===== config.mk =====
export PLATFORM = sky130hd
export DESIGN_NAME = mdb_controller
export DESIGN_NICKNAME = d
export VERILOG_FILES = /design/src/design/maze_dfs_backtracker_unit_defines.svh /design/src/design/mdb_pkg.sv /design/src/design/mdb_controller.sv
export SDC_FILE = /design/constraint.sdc
export NUM_CORES = 1
export LEC_CHECK = 0
export ABC_AREA = 1
export BUFFER_PORTS_ARGS = -buffer_cell sky130_fd_sc_hd__buf_2
export CELL_PAD_IN_SITES_DETAIL_PLACEMENT = 0
export CELL_PAD_IN_SITES_GLOBAL_PLACEMENT = 1
export CORE_MARGIN = 8
export CORE_UTILIZATION = 31
export CTS_BUF_LIST = sky130_fd_sc_hd__clkbuf_4 sky130_fd_sc_hd__clkbuf_8
export CTS_CLUSTER_DIAMETER = 30
export DETAILED_ROUTE_END_ITERATION = 8
export PLACE_DENSITY_LB_ADDON = 0.1
export SYNTH_ARGS = -nofsm -noshare
export SYNTH_HDL_FRONTEND = slang
export SYNTH_SLANG_ARGS = --single-unit

===== constraint.sdc =====
create_clock -name clk -period 1.89 [get_ports clk]
set_clock_uncertainty 0.2 [all_clocks]
set_input_delay 0.2835 -clock clk [delete_from_list [all_inputs] [get_ports clk]]
set_output_delay 0.2835 -clock clk [all_outputs]
set_load 0.01 [all_outputs]

===== src/design/maze_dfs_backtracker_unit_defines.svh =====
// Assertion macros shared by the maze generator RTL.
// Depends on nothing; included by the files that carry assertions.
`ifndef MAZE_DFS_BACKTRACKER_UNIT_DEFINES_SVH
`define MAZE_DFS_BACKTRACKER_UNIT_DEFINES_SVH

// Antecedent implies consequent in the same cycle.
`define MDB_ASSERT_IMPL(label, clk, rst_n, ante, cons, msg) \
	label: assert property (@(posedge clk) disable iff (!rst_n) (ante) |-> (cons)) \
		else $error(msg);

// Antecedent implies consequent in the following cycle.
`define MDB_ASSERT_NEXT(label, clk, rst_n, ante, cons, msg) \
	label: assert property (@(posedge clk) disable iff (!rst_n) (ante) |=> (cons)) \
		else $error(msg);

// Condition holds at every clock edge outside reset.
`define MDB_ASSERT_ALWAYS(label, clk, rst_n, cond, msg) \
	label: assert property (@(posedge clk) disable iff (!rst_n) (cond)) \
		else $error(msg);

`endif


===== src/design/mdb_pkg.sv =====
// Package of the maze generator: codes, payload types and the control bundles.
// Depends on nothing; used by mdb_datapath, mdb_controller, the top level and the testbench.
package mdb_pkg;

	localparam int DEF_MAX_SIDE = 32;
	localparam logic [5:0] SIDE_RESET = 6'd32;

	localparam logic REG_SIDE_LENGTH = 1'b0;

	localparam logic [1:0] CMD_START = 2'd0;
	localparam logic [1:0] CMD_STEP  = 2'd1;
	localparam logic [1:0] CMD_READ  = 2'd2;

	localparam logic [2:0] EV_IGNORED  = 3'd0;
	localparam logic [2:0] EV_CARVED   = 3'd1;
	localparam logic [2:0] EV_BACK     = 3'd2;
	localparam logic [2:0] EV_FINISHED = 3'd3;
	localparam logic [2:0] EV_CLEARED  = 3'd4;
	localparam logic [2:0] EV_READ     = 3'd5;

	localparam logic [1:0] DIR_LEFT  = 2'd0;
	localparam logic [1:0] DIR_RIGHT = 2'd1;
	localparam logic [1:0] DIR_UP    = 2'd2;
	localparam logic [1:0] DIR_DOWN  = 2'd3;

	localparam logic [3:0] ALL_WALLS = 4'hf;

	typedef struct packed {
		logic [1:0]  command;
		logic [31:0] random_word;
		logic [4:0]  read_x;
		logic [4:0]  read_y;
	} req_t;

	typedef struct packed {
		logic [2:0] event_res;
		logic [4:0] cell_x;
		logic [4:0] cell_y;
		logic [1:0] direction;
		logic [3:0] walls;
		logic       done_res;
	} rsp_t;

	typedef enum logic [2:0] {
		RD_NONE,
		RD_CUR_LEFT,
		RD_RIGHT_UP,
		RD_DOWN,
		RD_CELL
	} rd_sel_t;

	typedef enum logic [1:0] {
		CAP_NONE,
		CAP_CUR_LEFT,
		CAP_RIGHT_UP,
		CAP_DOWN
	} cap_sel_t;

	typedef enum logic [1:0] {
		WR_NONE,
		WR_CLEAR,
		WR_CUR,
		WR_NBR
	} wr_sel_t;

	typedef struct packed {
		logic       load_item;
		logic       init;
		rd_sel_t    rd_sel;
		cap_sel_t   cap_sel;
		wr_sel_t    wr_sel;
		logic       eval;
		logic       pop_rd;
		logic       pop_ld;
		logic       set_fin;
		logic       out_load;
		logic [2:0] ev;
	} ctrl_cmd_t;

	typedef struct packed {
		logic [1:0] command;
		logic       running;
		logic       finished;
		logic       read_hit;
		logic       any_opt;
		logic       stack_empty;
		logic       clear_last;
		logic       out_busy;
	} dp_status_t;

endpackage


===== src/design/mdb_controller.sv =====
// Sequencer of the maze generator: decodes each command beat and steps the datapath.
// Depends on mdb_pkg; drives mdb_datapath through the command bundle.
module mdb_controller (
	input  logic                 clk,
	input  logic                 arst_n,
	input  logic                 req_valid,
	output logic                 req_ready,
	input  mdb_pkg::dp_status_t  status,
	output mdb_pkg::ctrl_cmd_t   cmd
);

	typedef enum logic [3:0] {
		S_IDLE,
		S_DECODE,
		S_CLEAR,
		S_RD_A,
		S_RD_B,
		S_RD_C,
		S_CAP,
		S_EVAL,
		S_BRANCH,
		S_WR_CUR,
		S_WR_NBR,
		S_POP_RD,
		S_POP_LD,
		S_RD_CELL,
		S_CAP_CELL,
		S_RESP
	} state_t;

	state_t     state_q;
	logic       rdy_q;
	logic [2:0] ev_q;
	logic       accept;

	assign accept    = rdy_q && req_valid;
	assign req_ready = rdy_q;

	always_ff @(posedge clk or negedge arst_n) begin
		if (!arst_n) begin
			state_q <= S_IDLE;
			rdy_q   <= 1'b1;
			ev_q    <= mdb_pkg::EV_IGNORED;
		end else begin
			case (state_q)
				S_IDLE: begin
					if (accept) begin
						state_q <= S_DECODE;
						rdy_q   <= 1'b0;
					end
				end
				S_DECODE: begin
					case (status.command)
						mdb_pkg::CMD_START: begin
							ev_q    <= mdb_pkg::EV_CLEARED;
							state_q <= S_CLEAR;
						end
						mdb_pkg::CMD_STEP: begin
							if (!status.running) begin
								ev_q    <= mdb_pkg::EV_IGNORED;
								state_q <= S_RESP;
							end else if (status.finished) begin
								ev_q    <= mdb_pkg::EV_FINISHED;
								state_q <= S_RESP;
							end else begin
								state_q <= S_RD_A;
							end
						end
						mdb_pkg::CMD_READ: begin
							ev_q    <= mdb_pkg::EV_READ;
							state_q <= status.read_hit ? S_RD_CELL : S_RESP;
						end
						default: begin
							ev_q    <= mdb_pkg::EV_IGNORED;
							state_q <= S_RESP;
						end
					endcase
				end
				S_CLEAR: begin
					if (status.clear_last) begin
						state_q <= S_RESP;
					end
				end
				S_RD_A:     state_q <= S_RD_B;
				S_RD_B:     state_q <= S_RD_C;
				S_RD_C:     state_q <= S_CAP;
				S_CAP:      state_q <= S_EVAL;
				S_EVAL:     state_q <= S_BRANCH;
				S_BRANCH: begin
					if (status.any_opt) begin
						ev_q    <= mdb_pkg::EV_CARVED;
						state_q <= S_WR_CUR;
					end else if (!status.stack_empty) begin
						ev_q    <= mdb_pkg::EV_BACK;
						state_q <= S_POP_RD;
					end else begin
						ev_q    <= mdb_pkg::EV_FINISHED;
						state_q <= S_RESP;
					end
				end
				S_WR_CUR:   state_q <= S_WR_NBR;
				S_WR_NBR:   state_q <= S_RESP;
				S_POP_RD:   state_q <= S_POP_LD;
				S_POP_LD:   state_q <= S_RESP;
				S_RD_CELL:  state_q <= S_CAP_CELL;
				S_CAP_CELL: state_q <= S_RESP;
				S_RESP: begin
					if (!status.out_busy) begin
						state_q <= S_IDLE;
						rdy_q   <= 1'b1;
					end
				end
				default: begin
					state_q <= S_IDLE;
					rdy_q   <= 1'b1;
				end
			endcase
		end
	end

	always_comb begin
		cmd           = '0;
		cmd.rd_sel    = mdb_pkg::RD_NONE;
		cmd.cap_sel   = mdb_pkg::CAP_NONE;
		cmd.wr_sel    = mdb_pkg::WR_NONE;
		cmd.ev        = ev_q;
		cmd.load_item = accept;
		case (state_q)
			S_DECODE:   cmd.init = (status.command == mdb_pkg::CMD_START);
			S_CLEAR:    cmd.wr_sel = mdb_pkg::WR_CLEAR;
			S_RD_A:     cmd.rd_sel = mdb_pkg::RD_CUR_LEFT;
			S_RD_B: begin
				cmd.rd_sel  = mdb_pkg::RD_RIGHT_UP;
				cmd.cap_sel = mdb_pkg::CAP_CUR_LEFT;
			end
			S_RD_C: begin
				cmd.rd_sel  = mdb_pkg::RD_DOWN;
				cmd.cap_sel = mdb_pkg::CAP_RIGHT_UP;
			end
			S_CAP:      cmd.cap_sel = mdb_pkg::CAP_DOWN;
			S_EVAL:     cmd.eval = 1'b1;
			S_BRANCH:   cmd.set_fin = !status.any_opt && status.stack_empty;
			S_WR_CUR:   cmd.wr_sel = mdb_pkg::WR_CUR;
			S_WR_NBR:   cmd.wr_sel = mdb_pkg::WR_NBR;
			S_POP_RD:   cmd.pop_rd = 1'b1;
			S_POP_LD:   cmd.pop_ld = 1'b1;
			S_RD_CELL:  cmd.rd_sel = mdb_pkg::RD_CELL;
			S_CAP_CELL: cmd.cap_sel = mdb_pkg::CAP_CUR_LEFT;
			S_RESP:     cmd.out_load = !status.out_busy;
			default: begin
			end
		endcase
	end

endmodule


==> flow_summary.toml, run 1 <==
[outcome]
run_status = "complete, no violations"

[sta]
tightest_slew_ns = 0.2367
setup_slack_ns = 0.07727
max_freq_mhz = 551.7
setup_viol = 0
period_share = 0.9591
rsz0062_at_grt = "false"
finalCriticalPeriod_ns = 1.813
drv_slew = 0
relSlewSlack = 0.8413
setup_total_negative_slack_ns = 0
timing_hold_violations_final = 0

[clock_network]
tritoncts = "built"
clock_root_buffer = "clkbuf_4"
clock_insertion_delay_worst_skew_ns = 0.25
tritoncts.num_buffers = 3
cts.path.max_buffers = 2
cts_htree_levels = 1
numClockSinks = 8
worst_setup_hold_path_clk_slew_ns = 0.06

[pwr]
intPower_mw = 0.7135
power.static_leakage_nw = 0.5390
power.sequential.fraction = 0.265
cellPowerDensity_nw_per_um2 = 1656
share_clk_of_total_power = 0.103
power.switching_mw = 0.7825
switching_share = 0.5231
ir_worst_vdd_mv = 0.8484
share_comb_of_total_power = 0.632

[floorplan]
die_w_um = 62.69
placement_rows = 17
io_pins = 30
fp.coreArea_sq_um = 2127
die_area_sq_um = 3929
die_height_um = 62.69
initial_core_utilization = 0.3176

[logic_synthesis]
syn_area_per_cell_sq_um = 6.033
yosys_register_bits = 8
synth_common_cells = "37 x nand2_1, 19 x nor2_1, 11 x inv_1"
synth_nets = 124
synth_sequential_area_ratio = 0.2981
synth.largest_area_cell = "dfrtp_1"
synthArstFlopShare = 1.000
netlist-cell-type-count = 20
cell_area_after_synthesis_sq_um = 675.6
synthCells = 112
yosys_warnings = 0
yosys-top-cells-area = "dfrtp_1 26%, nand2_1 21%, nor2_1 11%"
dominantRegCellSynth = "dfrtp_1"
synth-edff-count = 0
post-synth-top-count-cell = "nand2_1"
synth.top_cell.area_share = 0.2593

[setup_path]
timing.critical_path.fanout_max = 6
critical_path_arrival_ns = 1.33
crit_path_end = "cmd[4]"
start_kind = "flop"
crit_type = "flop to output pin"
worstPathBufferInverterCount = 1
rrSetupSlack_ns = 0.41
crit_path_cells = "nor2_2, nand2_1, nor2_1, buf_2"
endpoint_kind = "output pin"
critical-path-slowest-cell = "dfrtp_2"
critical-path-top-delay-family = "flip-flops"
path_depth = 4
worst_ep_required_time_ns = 1.41
max_stage_delay_ns = 0.46
critical_register_to_register_path_startpoint = "state_q[1]"
worstReg2RegEnd = "state_q[2]"
timing.critical_path.from = "state_q[1]"
timing.reg2reg.worst_path_depth = 6

[worst_hold_path]
worstHoldPathType = "input port to flop"

[drt]
post_drt_wl_per_cell_um = 11.14
wirelength_mm = 1.927
detailroute.via_count = 763
detail_route.vias_per_cell = 4.410
first_pass_iteration_count_of_the_detailed_router = 4
drt_first_iter_violations = 16
drt_drc_violations_left = 0
antenna_violating_nets_post_route = 0

[placed_design]
io_buffer_count = 29
gp_congestion = 0.7970
dpl.hpwl_mm = 1.702
dp_cells = 168
dp_worst_setup_slack_ns = 0.2792

[layout]
n_antenna_cell = 0
area_growth_syn_to_fin_pct = 33.70
stdcell_count = 173
area_taken_by_multi_input_logic_gates_sq_um = 402.9
ff_latch_area_sq_um = 206.4
ratio_of_cells_with_drive_above_1_in_the_final_layout = 0.4000
layout.nets = 158
nFillCells = 243

[grt]
global_route_wire_length_before_repair_mm = 3.422
grt_pass1_vias = 772
grt_start_max_net_pins = 9
grt_antenna_before_repair = 0
grt_remaining_overflow = 0
gr-usage-all-layers = 0.1040

[run]
cap_violations = 0
==> area by class of cell <==
class,instances,area share
clock buffer,4,0.03324
inverter,19,0.08172
multi-input combinational,84,0.4460
sequential,8,0.2285
tap,28,0.03878
timing repair buffer,30,0.1717
==> sequential cells by signal, summed over array words and instances (netlist names) <==
register / flops
state_q: 4
ev_q: 3
req_ready: 1
==> cell families after synthesis <==
| family | after synthesis | synth area share |
|---|---|---|
| DFF | 8 | 0.2982 |
| AOI/OAI and AO/OA | 9 | 0.07963 |
| and+or+nand+nor | 75 | 0.5055 |
| buffers and inverters | 20 | 0.1167 |
==> what timing repair did <==
item,in CTS,in global routing
hold endpoints to repair,8,0
gates resized for setup,1,6
buffers inserted,0,0
setup endpoints to repair,1,5
hold buffers,1,0
==> cells in the final DEF, fill, tap and decap left out, drive strengths merged <==
master	count
inv	19
nor2	22
a21oi	1
a21o	1
nand3	9
nand2	41
a211oi	1
clkbuf	4
dlygate4sd3	1
nor3	3
o21ai	6
dfrtp	7
dfstp	1
buf	29
==> power by group through the flow <==
stage | sequential, mW | clock [mW] | combinational (mW)
final | 0.397 | 0.154 | 0.945
after global routing | 0.411 | 0.174 | 1.09
after CTS | 0.378 | 0.164 | 0.952
after detailed placement | 0.377 | 0 | 0.947
after global placement | 0.373 | 0 | 0.953
after floorplan | 0.377 | 0 | 0.655
==> per-layer routing <==
metal  wire length (um)  global-route usage  vias up
met4                  0             0.02564        0
met5                  0                   0        -
met2                952              0.1785       24
met3                101             0.03226        0
met1                874              0.1222      333
li1                   -                   -      406
==> metrics by stage <==
step           cell area, sq um    util  hold slack, ns  total power [mW]
3_5_place_dp              848.3  0.3988        -0.06426             1.324
2_1_floorplan             675.6       -         -0.2121             1.032
6_report                  903.4  0.4247         0.04016             1.496
4_1_cts                   890.9  0.4188         0.03303             1.494
5_1_grt                   903.4  0.4247         0.06033             1.671
3_3_place_gp              848.3  0.3988        -0.06699             1.326
==> worst min path at each step <==
stage | cells after the start | slack, ns | startpoint | to
detailed placement | 1 | -0.06 | arst_n | state_q[2]
global route | 2 | 0.06 | status[7] | ev_q[2]
CTS | 2 | 0.03 | status[7] | ev_q[2]
global placement | 1 | -0.07 | arst_n | state_q[1]
finish | 2 | 0.04 | status[7] | ev_q[2]
floorplan | 0 | -0.21 | arst_n | ev_q[0]
No activity file was read; power rests on OpenSTA's default activity.
==> run 2, diff against run 1 <==
--- a/config.mk
+++ b/config.mk
@@ -11,2 +11,3 @@
 export CELL_PAD_IN_SITES_GLOBAL_PLACEMENT = 1
+export CORE_ASPECT_RATIO = 0.75
 export CORE_MARGIN = 8
--- a/constraint.sdc
+++ b/constraint.sdc
@@ -4,2 +4,2 @@
 set_output_delay 0.2835 -clock clk [all_outputs]
-set_load 0.01 [all_outputs]
+set_load 0.1 [all_outputs]
==> flow_summary.toml, run 2 (same netlist as run 1, synthesis figures left out) <==
[floorplan]
die_height_um = 56.43
initial_core_utilization = 0.3325
placement_rows = 14
fp.coreArea_sq_um = 2032
die_w_um = 69.91
die_area_sq_um = 3945
io_pins = 30

[setup_path]
worstReg2RegEnd = "state_q[3]"
critical_path_arrival_ns = 1.41
timing.critical_path.from = "state_q[3]"
start_kind = "flop"
critical_register_to_register_path_startpoint = "state_q[0]"
crit_type = "flop to output pin"
rrSetupSlack_ns = 0.39
timing.reg2reg.worst_path_depth = 8
worst_ep_required_time_ns = 1.41
timing.critical_path.fanout_max = 6
endpoint_kind = "output pin"
crit_path_end = "cmd[15]"

[placed_design]
gp_congestion = 0.9152
dpl.hpwl_mm = 1.783
dpl-instance-area_sq_um = 1159
io_buffer_count = 29
dp_worst_setup_slack_ns = 0.2051
dp_cells = 168

[sta]
drv_slew = 0
timing_hold_violations_final = 0
tightest_slew_ns = 0.4872
relSlewSlack = 0.6774
max_freq_mhz = 528.3
finalCriticalPeriod_ns = 1.893
setup_viol = 1
period_share = 1.001
setup_slack_ns = -0.002776
rsz0062_at_grt = "true"

[grt]
grt_antenna_before_repair = 0
gr-usage-all-layers = 0.1082
grt_pass1_vias = 827
global_route_wire_length_before_repair_mm = 3.650
grt_remaining_overflow = 0
grt_start_max_net_pins = 9

[drt]
post_drt_wl_per_cell_um = 11.63
antenna_violating_nets_post_route = 0
drt_first_iter_violations = 27
wirelength_mm = 2.071
drt_drc_violations_left = 0
first_pass_iteration_count_of_the_detailed_router = 4
detailroute.via_count = 819
detail_route.vias_per_cell = 4.601

[layout]
most-common-layout-cells = "35 x nand2_1, 15 x buf_2, 14 x buf_12, 10 x nor2_1"
area_growth_syn_to_fin_pct = 87.96
ff_latch_area_sq_um = 206.4
n_antenna_cell = 0
area_taken_by_multi_input_logic_gates_sq_um = 493.0
stdcell_count = 178
largest_register_ff_count = 4
largest-register = "state_q"
nFillCells = 184
most_common_library_cell_in_the_layout_ignoring_fill_and_taps = "nand2_1"
final_core_util = 0.6250
ratio_of_cells_with_drive_above_1_in_the_final_layout = 0.5390
layout.nets = 167
postLayoutCellArea_sq_um = 1270

[clock_network]
clock_insertion_delay_worst_skew_ns = 0.25
numClockSinks = 8
clock_root_buffer = "clkbuf_4"
cts_htree_levels = 1
worst_setup_hold_path_clk_slew_ns = 0.06
tritoncts = "built"
cts.path.max_buffers = 2
tritoncts.num_buffers = 3

[outcome]
violations = "negative setup slack"
run_status = "finished, violations left"

[worst_hold_path]
worstHoldPathType = "input port to flop"
worst_hold_path.num_cells = 2

[run]
cap_violations = 0
-- run 2: layer usage --
| layer | vias to the layer above | global-route usage | wire length, um |
|---|---|---|---|
| met5 | - | 0 | 0 |
| met4 | 0 | 0.03429 | 21 |
| met3 | 3 | 0.02456 | 103 |
| met2 | 19 | 0.1782 | 947 |
| met1 | 368 | 0.1355 | 998 |
| li1 | 429 | - | - |
-- run 2: how the worst min path moves through the flow --
stage	start	endpoint	slack (ns)
detailed placement	arst_n	state_q[2]	-0.07
CTS	status[7]	ev_q[2]	0.05
finish	status[7]	ev_q[2]	0.05
floorplan	arst_n	ev_q[0]	-0.21
global placement	arst_n	state_q[2]	-0.07
global route	status[7]	ev_q[2]	0.06
-- run 2: repair_timing --
item	4_1_cts	5_1_grt
resized for setup	6	8
hold endpoints to repair	8	0
setup buffers	2	3
pin swaps	0	3
hold buffers	1	0
endpoints found under the setup margin	4	7
-- run 2: cell type report --
class | instances | area share
Timing Repair Buffer | 39 | 0.3438
Sequential cell | 8 | 0.1626
Tap cell | 24 | 0.02365
Multi-Input combinational cell | 84 | 0.3882
Inverter | 19 | 0.05813
Clock buffer | 4 | 0.02365
-- run 2: stage by stage --
stage	hold slack (ns)	setup TNS [ns]
global placement	-0.07087	0
detailed placement	-0.06796	0
floorplan	-0.2121	-0.5444
global route	0.05905	-0.1652
finish	0.05055	-0.002776
CTS	0.05182	-0.007390
-- run 2: critical path, stage by stage, from the launching register on --
cell     delay (ns)
dfrtp_2        0.45
nor2_4         0.16
inv_2          0.07
nor2_4         0.14
inv_2          0.07
nor2_4         0.10
buf_12         0.18
Power of run 2 is left out: the tool's default activity adds up to more than one toggle a clock period on the data nets, which glitch-free logic cannot reach.
==> run 3, diff against run 2 <==
Settings changed: BUFFER_PORTS_ARGS -buffer_cell sky130_fd_sc_hd__buf_2 to not set, CORE_UTILIZATION 31 to 39, DONT_BUFFER_PORTS set to 1, PLACE_DENSITY set to 0.85, PLACE_DENSITY_LB_ADDON 0.1 to not set.
==> flow_summary.toml, run 3 (same netlist as run 1, synthesis figures left out) <==
[outcome]
run_status = "finished, violations left"
violations = "negative setup slack"

[drt]
drt_first_iter_violations = 26
drt_drc_violations_left = 0
detailroute.via_count = 886
post_drt_wl_per_cell_um = 15.74
antenna_violating_nets_post_route = 0
first_pass_iteration_count_of_the_detailed_router = 4
wirelength_mm = 2.707
detail_route.vias_per_cell = 5.151

[floorplan]
initial_core_utilization = 0.4033
placement_rows = 13
die_height_um = 52.05
die_area_sq_um = 3334
fp.coreArea_sq_um = 1675
die_w_um = 64.06
io_pins = 30

[setup_path]
cp_common_cell = "nor2_4"
crit_path_cells = "nor2_4, inv_2, nor2_4, inv_2, nor2_4, buf_12"
start_kind = "flop"
timing.critical_path.fanout_max = 6
worst_ep_required_time_ns = 1.41
max_stage_delay_ns = 0.48
critical-path-slowest-cell = "dfrtp_2"
timing.reg2reg.worst_path_depth = 9
crit_type = "flop to output pin"
endpoint_kind = "output pin"
critical_path_arrival_ns = 1.42

[layout]
nFillCells = 102
area_growth_syn_to_fin_pct = 93.33
largest_register_ff_count = 4
ratio_of_cells_with_drive_above_1_in_the_final_layout = 0.5333
largest-register = "state_q"
postLayoutCellArea_sq_um = 1306
ff_latch_area_sq_um = 206.4
area_taken_by_multi_input_logic_gates_sq_um = 510.5
most_common_library_cell_in_the_layout_ignoring_fill_and_taps = "nand2_1"
n_antenna_cell = 0
layout.nets = 163
most-common-layout-cells = "32 x nand2_1, 16 x buf_4, 14 x buf_12"

[grt]
top_usage_layer = "met2"
global_route_wire_length_before_repair_mm = 3.588
grt_pass1_vias = 774
grt_start_max_net_pins = 9
gr-usage-all-layers = 0.1374
grt_remaining_overflow = 0
global_route.usage.met1 = 0.1595
grt_util_met2 = 0.2396
use_met3 = 0.03426
grt_antenna_before_repair = 0

[sta]
timing_hold_violations_final = 0
finalHoldWorstSlack_ns = 0.06130
period_share = 1.008
finalCriticalPeriod_ns = 1.905
max_freq_mhz = 524.8
relSlewSlack = 0.7700
drv_slew = 0
setup_total_negative_slack_ns = -0.01546
tightest_slew_ns = 0.3438
rsz0062_at_grt = "true"
setup_viol = 1
setup_slack_ns = -0.01546

[placed_design]
dp_worst_setup_slack_ns = 0.1491
dpl-instance-area_sq_um = 1111
io_buffer_count = 0
dpl.hpwl_mm = 1.785
gp_congestion = 0.9843

[clock_network]
tritoncts = "built"
worst_setup_hold_path_clk_slew_ns = 0.06
cts_htree_levels = 1
clock_insertion_delay_worst_skew_ns = 0.25
tritoncts.num_buffers = 3
cts.path.max_buffers = 2
clock_root_buffer = "clkbuf_4"
numClockSinks = 8

[worst_hold_path]
worst_hold_path.num_cells = 2
worstHoldPathType = "input port to flop"

[run]
cap_violations = 0
run 3: cell types whose count changed in the layout (fill, tap and decap cells not counted), sizes merged:
cell / previous run / this run
buf: 38 / 32
dlygate4sd3: 1 / 3
run 3: per-stage QoR:
step                  util  instances
global route        0.7797        172
CTS                 0.7222        164
detailed placement  0.6632        154
global placement    0.6632        154
finish              0.7797        172
floorplan                -        112
run 3: per-layer routing:
layer / vias up / wire length [um]
li1: 418 / -
met2: 60 / 1440
met3: 13 / 254
met4: 0 / 63
met1: 395 / 950
met5: - / 0
run 3: area by class of cell:
type	instances	area share
Tap cell	22	0.02107
Clock buffer	4	0.02299
Timing Repair Buffer	35	0.3467
Sequential cell	8	0.1580
Multi-Input combinational cell	84	0.3908
Inverter	19	0.06034
run 3: what timing repair did:
action / in CTS / in global routing
endpoints found under the setup margin: 8 / 8
endpoints found under the hold margin: 11 / 0
setup buffers: 3 / 8
resized for setup: 6 / 15
pin swaps: 0 / 6
hold buffers: 3 / 0
run 3: worst paths after layout:
kind | from | to | slack [ns]
max in group asynchronous | arst_n | req_ready | 1.02
hold / removal | status[2] | ev_q[0] | 0.06
hold reg to reg | req_ready | req_ready | 0.53
min in group asynchronous | arst_n | ev_q[0] | 0.17
setup reg to reg | state_q[1] | state_q[1] | 0.25
setup / recovery | state_q[3] | cmd[15] | -0.02
run 3: critical path: cells and delay by family (launching register included):
kind / cells / cell delay, ns
DFF: 1 / 0.48
and+or+nand+nor: 3 / 0.39
buffers and inverters: 3 / 0.31
Power of run 3 is left out for the same reason.
